[config.mk]
export PLATFORM = sky130hd
export DESIGN_NAME = rc4_word_scrambler
export DESIGN_NICKNAME = d
export VERILOG_FILES = /design/src/rtl/rcws_pkg.sv /design/src/rtl/rc4_word_scrambler.sv /design/src/rtl/rcws_ram.sv /design/src/rtl/rcws_ctrl.sv /design/src/rtl/rcws_dp.sv
export SDC_FILE = /design/constraint.sdc
export NUM_CORES = 2
export LEC_CHECK = 0
export BUFFER_PORTS_ARGS = -buffer_cell sky130_fd_sc_hd__buf_2
export CAP_MARGIN = 20
export CORE_ASPECT_RATIO = 1.5
export CORE_UTILIZATION = 60
export DETAILED_ROUTE_END_ITERATION = 10
export PLACE_DENSITY_LB_ADDON = 0.2
export SLEW_MARGIN = 5
export SYNTH_ARGS = -nofsm -noshare
export SYNTH_HDL_FRONTEND = slang
export SYNTH_SLANG_ARGS = --single-unit
export TNS_END_PERCENT = 20
[constraint.sdc]
create_clock -name clk -period 36.6 [get_ports clk]
set_clock_uncertainty 0.1 [all_clocks]
set_input_delay 0 -clock clk [delete_from_list [all_inputs] [get_ports clk]]
set_output_delay 0 -clock clk [all_outputs]
set_load 0.02 [all_outputs]
[src/rtl/rcws_pkg.sv]
`timescale 1ns / 1ps
`default_nettype none
// ----------------------------------------------------------------------------
// rcws_pkg: shared types and constants of the RC4 word scrambler
// Sizes, register indexes, controller states, and the command and status
// groups between the controller and the datapath.
// ----------------------------------------------------------------------------
package rcws_pkg;

    localparam int WORD_W        = 64;
    localparam int BYTE_W        = 8;
    localparam int WORD_BYTES    = WORD_W / BYTE_W;
    localparam int PERM_DEPTH    = 256;
    localparam int PERM_AW       = $clog2(PERM_DEPTH);
    localparam int KEY_BYTES_DEF = 16;
    localparam int KEY_BYTES_MAX = 16;
    localparam int KEY_IDX_W     = $clog2(KEY_BYTES_MAX);
    localparam int CFG_INDEX_W   = 1;

    localparam logic [CFG_INDEX_W-1:0] REG_KEY_LOW  = 1'b0;
    localparam logic [CFG_INDEX_W-1:0] REG_KEY_HIGH = 1'b1;

    typedef enum logic [3:0] {
        ST_IDLE,
        ST_FILL,
        ST_KS_RD_I,
        ST_KS_RD_J,
        ST_KS_WR_I,
        ST_KS_WR_J,
        ST_GN_RD_I,
        ST_GN_RD_J,
        ST_GN_WR_I,
        ST_GN_WR_J,
        ST_GN_RD_C,
        ST_GN_CAP,
        ST_EMIT
    } state_t;

    // Address source for the permutation memory
    typedef enum logic [2:0] {
        ADDR_CNT,
        ADDR_ACC_NEXT,
        ADDR_ACC,
        ADDR_ONE,
        ADDR_RDATA,
        ADDR_SI,
        ADDR_SUM
    } addr_sel_t;

    // Write data source for the permutation memory
    typedef enum logic [1:0] {
        WDATA_CNT,
        WDATA_RDATA,
        WDATA_SI
    } wdata_sel_t;

    typedef struct packed {
        logic       word_load;
        logic       out_load;
        logic       out_held;
        logic       cnt_clr;
        logic       cnt_inc;
        logic       ks_init;
        logic       ksa_step;
        logic       key_adv;
        logic       a1_load;
        logic       sj_load;
        logic       c_load;
        logic       ram_re;
        logic       ram_we;
        addr_sel_t  addr_sel;
        wdata_sel_t wdata_sel;
    } cmd_t;

    typedef struct packed {
        logic cnt_last;
        logic stream_valid;
    } sts_t;

    // Reverse the byte order of a word and XOR every byte with c
    function automatic logic [WORD_W-1:0] swap_xor(input logic [WORD_W-1:0] w,
                                                   input logic [BYTE_W-1:0] c);
        logic [WORD_W-1:0] r;
        r = '0;
        for (int k = 0; k < WORD_BYTES; k++) begin
            r[(WORD_BYTES-1-k)*BYTE_W +: BYTE_W] = w[k*BYTE_W +: BYTE_W] ^ c;
        end
        return r;
    endfunction

endpackage
`default_nettype wire

[src/rtl/rc4_word_scrambler.sv]
`timescale 1ns / 1ps
`default_nettype none
// ----------------------------------------------------------------------------
// rc4_word_scrambler: keyed byte-reversing XOR scrambler for 64-bit words
//
// Usage:
//   Configuration: write key_low (index 0) and key_high (index 1) over the
//   cfg channel; cfg_ready is always high. Write only while busy is low.
//   Any key write marks the keystream byte stale.
//   Requests: drive word_in and raise start; the request is taken at a clock
//   edge where start is high and busy is low.
//   Results: word_out is valid for exactly one cycle while done is high;
//   the receiver must take it then, it cannot stall the block.
//   Timing: with a current keystream byte, done rises the cycle after the
//   request and a new request may be taken every cycle (one word per cycle).
//   The first request after reset or a key write runs the RC4 key schedule
//   on the 256-entry permutation memory: a fill of all 256 entries, then
//   one mix step per entry (one memory read port, two reads and two writes
//   per step), then the first generation step and output. busy stays high
//   meanwhile.
//   Reset: keys clear to zero, the keystream byte is stale, no result is
//   pending. The permutation memory needs no clearing, the schedule
//   rewrites all of it before any read.
// ----------------------------------------------------------------------------
module rc4_word_scrambler #(
    parameter int KEY_BYTES = rcws_pkg::KEY_BYTES_DEF
) (
    input  wire logic                             clk,
    input  wire logic                             rst_n,
    // request channel
    input  wire logic                             start,
    output logic                                  busy,
    input  wire logic [rcws_pkg::WORD_W-1:0]      word_in,
    // result channel
    output logic                                  done,
    output logic      [rcws_pkg::WORD_W-1:0]      word_out,
    // configuration write channel
    input  wire logic                             cfg_valid,
    output logic                                  cfg_ready,
    input  wire logic [rcws_pkg::CFG_INDEX_W-1:0] cfg_index,
    input  wire logic [rcws_pkg::WORD_W-1:0]      cfg_data
);
    import rcws_pkg::*;

    cmd_t cmd;
    sts_t sts;
    logic cfg_we;

    // Writes must arrive only while idle; the block does not enforce this and ties cfg_ready high
    assign cfg_ready = 1'b1;
    assign cfg_we    = cfg_valid && cfg_ready;

    rcws_ctrl u_ctrl (
        .clk   (clk),
        .rst_n (rst_n),
        .start (start),
        .sts   (sts),
        .cmd   (cmd),
        .busy  (busy)
    );

    rcws_dp #(
        .KEY_BYTES (KEY_BYTES)
    ) u_dp (
        .clk       (clk),
        .rst_n     (rst_n),
        .cfg_we    (cfg_we),
        .cfg_index (cfg_index),
        .cfg_data  (cfg_data),
        .word_in   (word_in),
        .cmd       (cmd),
        .sts       (sts),
        .word_out  (word_out),
        .done      (done)
    );

    // Fast path: a request with a current keystream byte answers next cycle
    a_fast_result: assert property (@(posedge clk) disable iff (!rst_n)
        (start && !busy && sts.stream_valid) |=> (done && !busy))
        else $error("request with current key byte gave no result next cycle");

    // Slow path: a stale keystream byte starts the schedule
    a_schedule_starts: assert property (@(posedge clk) disable iff (!rst_n)
        (start && !busy && !sts.stream_valid) |=> (busy && !done))
        else $error("stale key byte did not start the schedule");

    // Hold the permutation memory untouched while idle
    a_no_idle_write: assert property (@(posedge clk) disable iff (!rst_n)
        cmd.ram_we |-> busy)
        else $error("permutation write while idle");

endmodule
`default_nettype wire

[src/rtl/rcws_ram.sv]
`timescale 1ns / 1ps
`default_nettype none
// ----------------------------------------------------------------------------
// rcws_ram: generic single-clock RAM
// One write port and one read port with registered read data.
// ----------------------------------------------------------------------------
module rcws_ram #(
    parameter int WIDTH = 8,
    parameter int DEPTH = 256
) (
    input  wire logic                     clk,
    input  wire logic                     we,
    input  wire logic [$clog2(DEPTH)-1:0] waddr,
    input  wire logic [WIDTH-1:0]         wdata,
    input  wire logic                     re,
    input  wire logic [$clog2(DEPTH)-1:0] raddr,
    output logic      [WIDTH-1:0]         rdata
);

    logic [WIDTH-1:0] mem [DEPTH];

    always_ff @(posedge clk)
    begin
        if (we)
        begin
            mem[waddr] <= wdata;
        end
        if (re)
        begin
            rdata <= mem[raddr];
        end
    end

endmodule
`default_nettype wire

[src/rtl/rcws_ctrl.sv]
`timescale 1ns / 1ps
`default_nettype none
// ----------------------------------------------------------------------------
// rcws_ctrl: sequencing of the key schedule and word requests
// Steps the datapath through fill, key mixing, the first generation step and the output load.
// ----------------------------------------------------------------------------
module rcws_ctrl (
    input  wire logic          clk,
    input  wire logic          rst_n,
    input  wire logic          start,
    input  wire rcws_pkg::sts_t sts,
    output rcws_pkg::cmd_t     cmd,
    output logic               busy
);
    import rcws_pkg::*;

    state_t state_reg;
    state_t state_next;

    always_ff @(posedge clk or negedge rst_n)
    begin
        if (!rst_n)
        begin
            state_reg <= ST_IDLE;
        end
        else
        begin
            state_reg <= state_next;
        end
    end

    always_comb
    begin
        state_next = state_reg;
        unique case (state_reg)
            ST_IDLE:
            begin
                if (start && !sts.stream_valid)
                begin
                    state_next = ST_FILL;
                end
            end
            ST_FILL:    if (sts.cnt_last) state_next = ST_KS_RD_I;
            ST_KS_RD_I: state_next = ST_KS_RD_J;
            ST_KS_RD_J: state_next = ST_KS_WR_I;
            ST_KS_WR_I: state_next = ST_KS_WR_J;
            ST_KS_WR_J: state_next = sts.cnt_last ? ST_GN_RD_I : ST_KS_RD_I;
            ST_GN_RD_I: state_next = ST_GN_RD_J;
            ST_GN_RD_J: state_next = ST_GN_WR_I;
            ST_GN_WR_I: state_next = ST_GN_WR_J;
            ST_GN_WR_J: state_next = ST_GN_RD_C;
            ST_GN_RD_C: state_next = ST_GN_CAP;
            ST_GN_CAP:  state_next = ST_EMIT;
            ST_EMIT:    state_next = ST_IDLE;
            default:    state_next = ST_IDLE;
        endcase
    end

    always_comb
    begin
        cmd           = '0;
        cmd.addr_sel  = ADDR_CNT;
        cmd.wdata_sel = WDATA_CNT;
        busy          = (state_reg != ST_IDLE);
        unique case (state_reg)
            ST_IDLE:
            begin
                if (start)
                begin
                    cmd.out_load  = sts.stream_valid;
                    cmd.word_load = !sts.stream_valid;
                    cmd.cnt_clr   = !sts.stream_valid;
                end
            end
            ST_FILL:
            begin
                cmd.ram_we  = 1'b1;
                cmd.cnt_inc = 1'b1;
                cmd.ks_init = 1'b1;
            end
            ST_KS_RD_I:
            begin
                cmd.ram_re = 1'b1;
            end
            ST_KS_RD_J:
            begin
                cmd.ksa_step = 1'b1;
                cmd.ram_re   = 1'b1;
                cmd.addr_sel = ADDR_ACC_NEXT;
            end
            ST_KS_WR_I:
            begin
                cmd.ram_we    = 1'b1;
                cmd.wdata_sel = WDATA_RDATA;
            end
            ST_KS_WR_J:
            begin
                cmd.ram_we    = 1'b1;
                cmd.addr_sel  = ADDR_ACC;
                cmd.wdata_sel = WDATA_SI;
                cmd.cnt_inc   = 1'b1;
                cmd.key_adv   = 1'b1;
            end
            ST_GN_RD_I:
            begin
                cmd.ram_re   = 1'b1;
                cmd.addr_sel = ADDR_ONE;
            end
            ST_GN_RD_J:
            begin
                cmd.a1_load  = 1'b1;
                cmd.ram_re   = 1'b1;
                cmd.addr_sel = ADDR_RDATA;
            end
            ST_GN_WR_I:
            begin
                cmd.sj_load   = 1'b1;
                cmd.ram_we    = 1'b1;
                cmd.addr_sel  = ADDR_ONE;
                cmd.wdata_sel = WDATA_RDATA;
            end
            ST_GN_WR_J:
            begin
                cmd.ram_we    = 1'b1;
                cmd.addr_sel  = ADDR_SI;
                cmd.wdata_sel = WDATA_SI;
            end
            ST_GN_RD_C:
            begin
                cmd.ram_re   = 1'b1;
                cmd.addr_sel = ADDR_SUM;
            end
            ST_GN_CAP:
            begin
                cmd.c_load = 1'b1;
            end
            ST_EMIT:
            begin
                cmd.out_load = 1'b1;
                cmd.out_held = 1'b1;
            end
            default:
            begin
                cmd = '0;
            end
        endcase
    end

endmodule
`default_nettype wire

[src/rtl/rcws_dp.sv]
`timescale 1ns / 1ps
`default_nettype none
// ----------------------------------------------------------------------------
// rcws_dp: datapath of the RC4 word scrambler
// Key registers, permutation memory, schedule registers and output stage.
// ----------------------------------------------------------------------------
module rcws_dp #(
    parameter int KEY_BYTES = rcws_pkg::KEY_BYTES_DEF
) (
    input  wire logic                               clk,
    input  wire logic                               rst_n,
    input  wire logic                               cfg_we,
    input  wire logic [rcws_pkg::CFG_INDEX_W-1:0]   cfg_index,
    input  wire logic [rcws_pkg::WORD_W-1:0]        cfg_data,
    input  wire logic [rcws_pkg::WORD_W-1:0]        word_in,
    input  wire rcws_pkg::cmd_t                     cmd,
    output rcws_pkg::sts_t                          sts,
    output logic      [rcws_pkg::WORD_W-1:0]        word_out,
    output logic                                    done
);
    import rcws_pkg::*;

    // Key length in use, held to 1..16
    localparam int KEY_LEN = (KEY_BYTES < 1) ? 1 :
                             (KEY_BYTES > KEY_BYTES_MAX) ? KEY_BYTES_MAX : KEY_BYTES;
    localparam logic [KEY_IDX_W-1:0] KEY_IDX_LAST = KEY_IDX_W'(KEY_LEN - 1);
    localparam logic [PERM_AW-1:0]   CNT_LAST     = PERM_AW'(PERM_DEPTH - 1);
    localparam logic [PERM_AW-1:0]   ADDR_ONE_VAL = PERM_AW'(1);

    logic [WORD_W-1:0]    key_low_reg;
    logic [WORD_W-1:0]    key_high_reg;
    logic                 stream_valid_reg;
    logic [BYTE_W-1:0]    stream_byte_reg;
    logic [WORD_W-1:0]    word_reg;
    logic [WORD_W-1:0]    word_out_reg;
    logic                 done_reg;
    logic [PERM_AW-1:0]   cnt_reg;
    logic [PERM_AW-1:0]   acc_reg;
    logic [KEY_IDX_W-1:0] kidx_reg;
    logic [BYTE_W-1:0]    si_reg;
    logic [BYTE_W-1:0]    sj_reg;

    logic [2*WORD_W-1:0]  key_all;
    logic [BYTE_W-1:0]    key_byte;
    logic [BYTE_W-1:0]    rdata;
    logic [PERM_AW-1:0]   acc_next;
    logic [PERM_AW-1:0]   addr;
    logic [BYTE_W-1:0]    wdata;

    assign key_all  = {key_high_reg, key_low_reg};
    assign key_byte = key_all[kidx_reg*BYTE_W +: BYTE_W];
    assign acc_next = acc_reg + rdata + key_byte;

    always_comb
    begin
        unique case (cmd.addr_sel)
            ADDR_CNT:      addr = cnt_reg;
            ADDR_ACC_NEXT: addr = acc_next;
            ADDR_ACC:      addr = acc_reg;
            ADDR_ONE:      addr = ADDR_ONE_VAL;
            ADDR_RDATA:    addr = rdata;
            ADDR_SI:       addr = si_reg;
            ADDR_SUM:      addr = si_reg + sj_reg;
            default:       addr = cnt_reg;
        endcase
    end

    always_comb
    begin
        unique case (cmd.wdata_sel)
            WDATA_CNT:   wdata = cnt_reg;
            WDATA_RDATA: wdata = rdata;
            WDATA_SI:    wdata = si_reg;
            default:     wdata = cnt_reg;
        endcase
    end

    rcws_ram #(
        .WIDTH (BYTE_W),
        .DEPTH (PERM_DEPTH)
    ) u_perm (
        .clk   (clk),
        .we    (cmd.ram_we),
        .waddr (addr),
        .wdata (wdata),
        .re    (cmd.ram_re),
        .raddr (addr),
        .rdata (rdata)
    );

    // Control state and key registers
    always_ff @(posedge clk or negedge rst_n)
    begin
        if (!rst_n)
        begin
            key_low_reg      <= '0;
            key_high_reg     <= '0;
            stream_valid_reg <= 1'b0;
            stream_byte_reg  <= '0;
            done_reg         <= 1'b0;
        end
        else
        begin
            done_reg <= cmd.out_load;
            if (cfg_we)
            begin
                unique case (cfg_index)
                    REG_KEY_LOW:  key_low_reg  <= cfg_data;
                    REG_KEY_HIGH: key_high_reg <= cfg_data;
                    default:      key_low_reg  <= key_low_reg;
                endcase
                stream_valid_reg <= 1'b0;
            end
            else if (cmd.c_load)
            begin
                stream_valid_reg <= 1'b1;
            end
            if (cmd.c_load)
            begin
                stream_byte_reg <= rdata;
            end
        end
    end

    // Schedule registers and payload
    always_ff @(posedge clk)
    begin
        if (cmd.cnt_clr)
        begin
            cnt_reg <= '0;
        end
        else if (cmd.cnt_inc)
        begin
            cnt_reg <= cnt_reg + PERM_AW'(1);
        end

        if (cmd.ks_init)
        begin
            acc_reg  <= '0;
            kidx_reg <= '0;
        end
        else
        begin
            if (cmd.ksa_step)
            begin
                acc_reg <= acc_next;
            end
            if (cmd.key_adv)
            begin
                kidx_reg <= (kidx_reg == KEY_IDX_LAST) ? '0 : kidx_reg + KEY_IDX_W'(1);
            end
        end

        if (cmd.ksa_step || cmd.a1_load)
        begin
            si_reg <= rdata;
        end
        if (cmd.sj_load)
        begin
            sj_reg <= rdata;
        end
        if (cmd.word_load)
        begin
            word_reg <= word_in;
        end
        if (cmd.out_load)
        begin
            word_out_reg <= swap_xor(cmd.out_held ? word_reg : word_in, stream_byte_reg);
        end
    end

    assign sts.cnt_last     = (cnt_reg == CNT_LAST);
    assign sts.stream_valid = stream_valid_reg;
    assign word_out         = word_out_reg;
    assign done             = done_reg;

    // The schedule and the cached byte go together
    a_cfg_invalidates: assert property (@(posedge clk) disable iff (!rst_n)
        cfg_we |=> !stream_valid_reg)
        else $error("key write left the keystream byte marked current");

    a_cap_validates: assert property (@(posedge clk) disable iff (!rst_n)
        (cmd.c_load && !cfg_we) |=> (stream_valid_reg && stream_byte_reg == $past(rdata)))
        else $error("captured keystream byte not held");

    a_done_follows_load: assert property (@(posedge clk) disable iff (!rst_n)
        done |-> $past(cmd.out_load))
        else $error("result strobe without an output load");

endmodule
`default_nettype wire
==> metrics.md <==
| Metric | Value |
|---|---|
| Result of the run | `complete, but fails checks` |
| Failing checks | `negative hold slack` |
| Fraction of the yosys area taken by sequential cells | `0.734` |
| Fill count | `10600` |
| Data arrival time of the critical path | `10.42 ns` |
| Input/output buffers | `198` |
| Longest Clk Path Bufs | `3` |
| Length of the first detailed-routing pass in iterations | `6` |
| Number of flip-flops under the largest register name | `2048` |
| Max Fanout on Critical Path | `66` |
| Period minus WS final | `9.92 ns` |
| Y dimension of the die | `490 um` |
| Gate count of the mapped netlist | `6740` |
| Number of flops mapped to enable cells by yosys | `2200` |
| Setup repair after global routing missed its margin | `no` |
| Iteration-0 DRC Markers | `7938` |
| Setup WS pre-CTS | `26.95 ns` |
| Worst EP required | `37.10 ns` |
| TritonCTS clock tree | `yes` |
| Synth Area per Inst | `14.1 sq um` |
| Main combinational cell family by area after synthesis | `simple AND/OR/NAND/NOR gates` |
| Buffer count from post-CTS setup fixing | `0` |
| Post-detailed-placement half-perimeter wirelength | `170000 um` |
| Setup violations, final | `0` |
| Part of the cycle the worst path needs | `0.271` |
| CTS clock-pin slew for the worst setup and hold paths | `0.07 ns` |
| Initial antenna violation count | `17` |
| Simple-gate share of the synthesized area | `0.102` |
| Synthesized-area fraction occupied by ao, oa, aoi and oai cells | `0.0639` |
| Number of clock buffers inserted by TritonCTS | `204` |
| Library cell with the largest summed area after synthesis | `sky130_fd_sc_hd__edfxtp_1` |
| Via count of the first global-routing pass | `60800` |
| Number of synthesis warnings | `0` |
| Minimum hold slack | `-0.0105 ns` |
| Path type of the worst min-delay path | `primary input to flop` |
| Pin count of the biggest net entering global routing | `217` |
| Type of the worst setup path | `flop to flop` |
| Core area | `0.157 sq mm` |
| Startpoint class of the critical path | `flop` |
| Starting density of the core | `0.606` |
| Worst-case setup margin in the final layout | `26.68 ns` |
| Number of max-slew violations in the final report | `0` |
| Final Routed Wirelength | `283000 um` |
| Ratio of cells with drive above 1 in the final layout | `0.121` |
| Actual slew at the worst max-slew pin | `1.28 ns` |
| Wire length of the first global-routing pass | `408000 um` |
| Total congestion overflow after global routing | `0` |
| Final hold violation count | `1` |
| Max Cap Viol | `0` |
| Clock latency of the later-clocked register in the worst-skew pair | `0.87 ns` |
| Chip Width | `328 um` |
| Post-synthesis share of cell area spent on xor and xnor gates | `0.00732` |
| Proportion of synthesized area in mux cells | `0.0658` |
| Clock root buffer | `sky130_fd_sc_hd__clkbuf_16` |
| Fraction of registers with async set or reset after synthesis | `0.0601` |
| Multi-input gate area in the final layout | `0.0234 sq mm` |
| Count of standard-cell rows | `178` |
| Antenna-violating nets left | `0` |
| Total die area | `0.161 sq mm` |
| Total clock sinks | `2362` |
| Predominant post-synthesis flop cell | `sky130_fd_sc_hd__edfxtp_1` |
| Worst rel slew slack | `0.136` |
| Leading cell types by total area after synthesis | `sky130_fd_sc_hd__edfxtp_1 69%, sky130_fd_sc_hd__nand2_1 5.6%, sky130_fd_sc_hd__mux2i_1 3.9%, sky130_fd_sc_hd__dfrtp_1 3.7%, sky130_fd_sc_hd__a21oi_1 2.1%` |
| Mapped Nets | `6899` |
| Area growth, synth to finish | `13.0%` |
| GR Util All Layers | `0.352` |
| Setup Total Neg Slack | `0 ns` |
| I/O pin count | `200` |
| Synth Cell Area | `0.0954 sq mm` |
| Final Wtd Congestion | `0.997` |
| Vias per std cell | `6.57` |
| FMAX | `101 MHz` |
| Number of library cell types mapped by synthesis | `86` |
| Adder-cell share of the synthesized area | `0.00424` |
| Vias post-DR | `61600` |
| Maximum level of the CTS H-tree | `4` |
| Sequential cell area in the final layout | `0.0700 sq mm` |
| Post-route DRC violation count | `0` |
| Kind of end point of the critical path | `flop` |
| Number of register bits inferred by synthesis | `2362` |
| Layout Nets | `7280` |
| Synth top area share | `0.693` |
| Largest register by flop count | `u_dp.u_perm.mem` |
| Wire length per cell | `30.2 um` |
==> metrics by stage <==
stage                     cells  hold slack (ns)  instance area [sq um]   util
after global routing       9362           0.0302                 108000  0.685
after floorplan            6740           -0.396                  95400      -
after global placement     8709          -0.0818                  98300  0.625
after detailed placement   8713          -0.0755                  98300  0.625
after CTS                  9353          0.00148                 108000  0.685
final                      9369          -0.0105                 108000  0.685
==> final cells by class <==
type                    count  area share
repair buffers            616      0.0465
multi-input cells        3916       0.217
clock buffers             263      0.0515
well taps                2070      0.0240
inverters                  21    0.000731
flip-flops and latches   2362       0.650
diodes                      9    0.000209
clock inverters           112     0.00996
==> timing repair <==
action / in CTS / in global routing
hold buffers: 265 / 0
gates resized for setup: 0 / 0
endpoints found under the hold margin: 409 / 0
==> critical path, stage by stage (launching register included) <==
cell,delay (ns)
sky130_fd_sc_hd__dfxtp_2,0.31
sky130_fd_sc_hd__buf_4,0.57
sky130_fd_sc_hd__mux4_2,0.60
sky130_fd_sc_hd__mux4_2,0.49
sky130_fd_sc_hd__inv_1,0.09
sky130_fd_sc_hd__fa_1,0.18
sky130_fd_sc_hd__o21ai_0,0.17
sky130_fd_sc_hd__a221oi_4,0.64
sky130_fd_sc_hd__a21o_4,0.74
sky130_fd_sc_hd__buf_4,0.65
sky130_fd_sc_hd__buf_4,0.64
sky130_fd_sc_hd__buf_4,0.74
sky130_fd_sc_hd__buf_4,0.75
sky130_fd_sc_hd__buf_4,0.74
sky130_fd_sc_hd__mux2i_1,0.28
sky130_fd_sc_hd__o22ai_1,0.12
sky130_fd_sc_hd__a31oi_1,0.19
sky130_fd_sc_hd__a21oi_1,0.17
sky130_fd_sc_hd__or4_1,0.62
sky130_fd_sc_hd__a2111oi_0,0.52
sky130_fd_sc_hd__nand3_1,0.13
==> cells in the final DEF, fill, tap and decap left out, types with 25 or more instances in the layout <==
cell / instances
sky130_fd_sc_hd__a21oi_1: 408
sky130_fd_sc_hd__a221oi_1: 25
sky130_fd_sc_hd__a311oi_1: 49
sky130_fd_sc_hd__a31oi_1: 93
sky130_fd_sc_hd__a32oi_1: 28
sky130_fd_sc_hd__and3_1: 72
sky130_fd_sc_hd__buf_2: 199
sky130_fd_sc_hd__buf_4: 135
sky130_fd_sc_hd__clkbuf_1: 44
sky130_fd_sc_hd__clkbuf_16: 211
sky130_fd_sc_hd__clkinv_1: 43
sky130_fd_sc_hd__clkinv_2: 35
sky130_fd_sc_hd__dfrtp_1: 142
sky130_fd_sc_hd__dlygate4sd3_1: 264
sky130_fd_sc_hd__edfxtp_1: 2200
sky130_fd_sc_hd__mux2_2: 139
sky130_fd_sc_hd__mux2i_1: 369
sky130_fd_sc_hd__mux4_2: 45
sky130_fd_sc_hd__nand2_1: 1409
sky130_fd_sc_hd__nand3_1: 311
sky130_fd_sc_hd__nand4_1: 25
sky130_fd_sc_hd__nor2_1: 308
sky130_fd_sc_hd__nor3_1: 27
sky130_fd_sc_hd__nor4_1: 57
sky130_fd_sc_hd__o21ai_0: 42
sky130_fd_sc_hd__o22ai_1: 164
sky130_fd_sc_hd__xnor2_1: 70
==> layer usage <==
layer | track usage | wire length [um] | vias to the layer above
li1 | - | - | 26000
met1 | 0.425 | 94300 | 30700
met2 | 0.562 | 136000 | 3921
met3 | 0.0724 | 28200 | 936
met4 | 0.261 | 24400 | 14
met5 | 0 | 87 | -
==> synth_stat cells, drive strengths merged, types with 56 or more instances <==
master	instances
nor4	60
edfxtp	2200
and3	73
nor2	310
a21oi	410
nand2	1415
o21ai	56
o22ai	164
dfrtp	142
buf	277
mux2	139
xnor2	72
a31oi	93
mux2i	369
nand3	316
clkbuf	164
==> cells by family (layout without fill, tap and decap cells) <==
logic type	after synthesis	in the layout
flops	2362	2362
compound gates	969	969
fa+ha+maj	27	27
mux	553	553
simple gates	2288	2288
other cells	1	10
xor+xnor	78	78
buf+inv	462	1012
==> worst paths after layout <==
check	slack (ns)	depth (start not counted)	startpoint	to
max in group asynchronous	35.64	5	rst_n	u_dp.done$_DFF_PN0_
max reg2reg	26.68	20	u_dp.kidx_reg[0]$_SDFFE_PP0P_	u_dp.u_perm.rdata[1]$_DFFE_PP_
min reg2reg	0.40	2	u_dp.acc_reg[4]$_SDFFE_PP0P_	u_dp.acc_reg[4]$_SDFFE_PP0P_
min in group asynchronous	0.15	4	rst_n	u_dp.key_high_reg[14]$_DFFE_PN0P_
min	-0.01	4	word_in[27]	u_dp.word_out[35]$_DFFE_PP_
max	26.68	20	u_dp.kidx_reg[0]$_SDFFE_PP0P_	u_dp.u_perm.rdata[1]$_DFFE_PP_
Power is left out: the tool's default activity adds up to more than one toggle a clock period on the data nets, which glitch-free logic cannot reach.
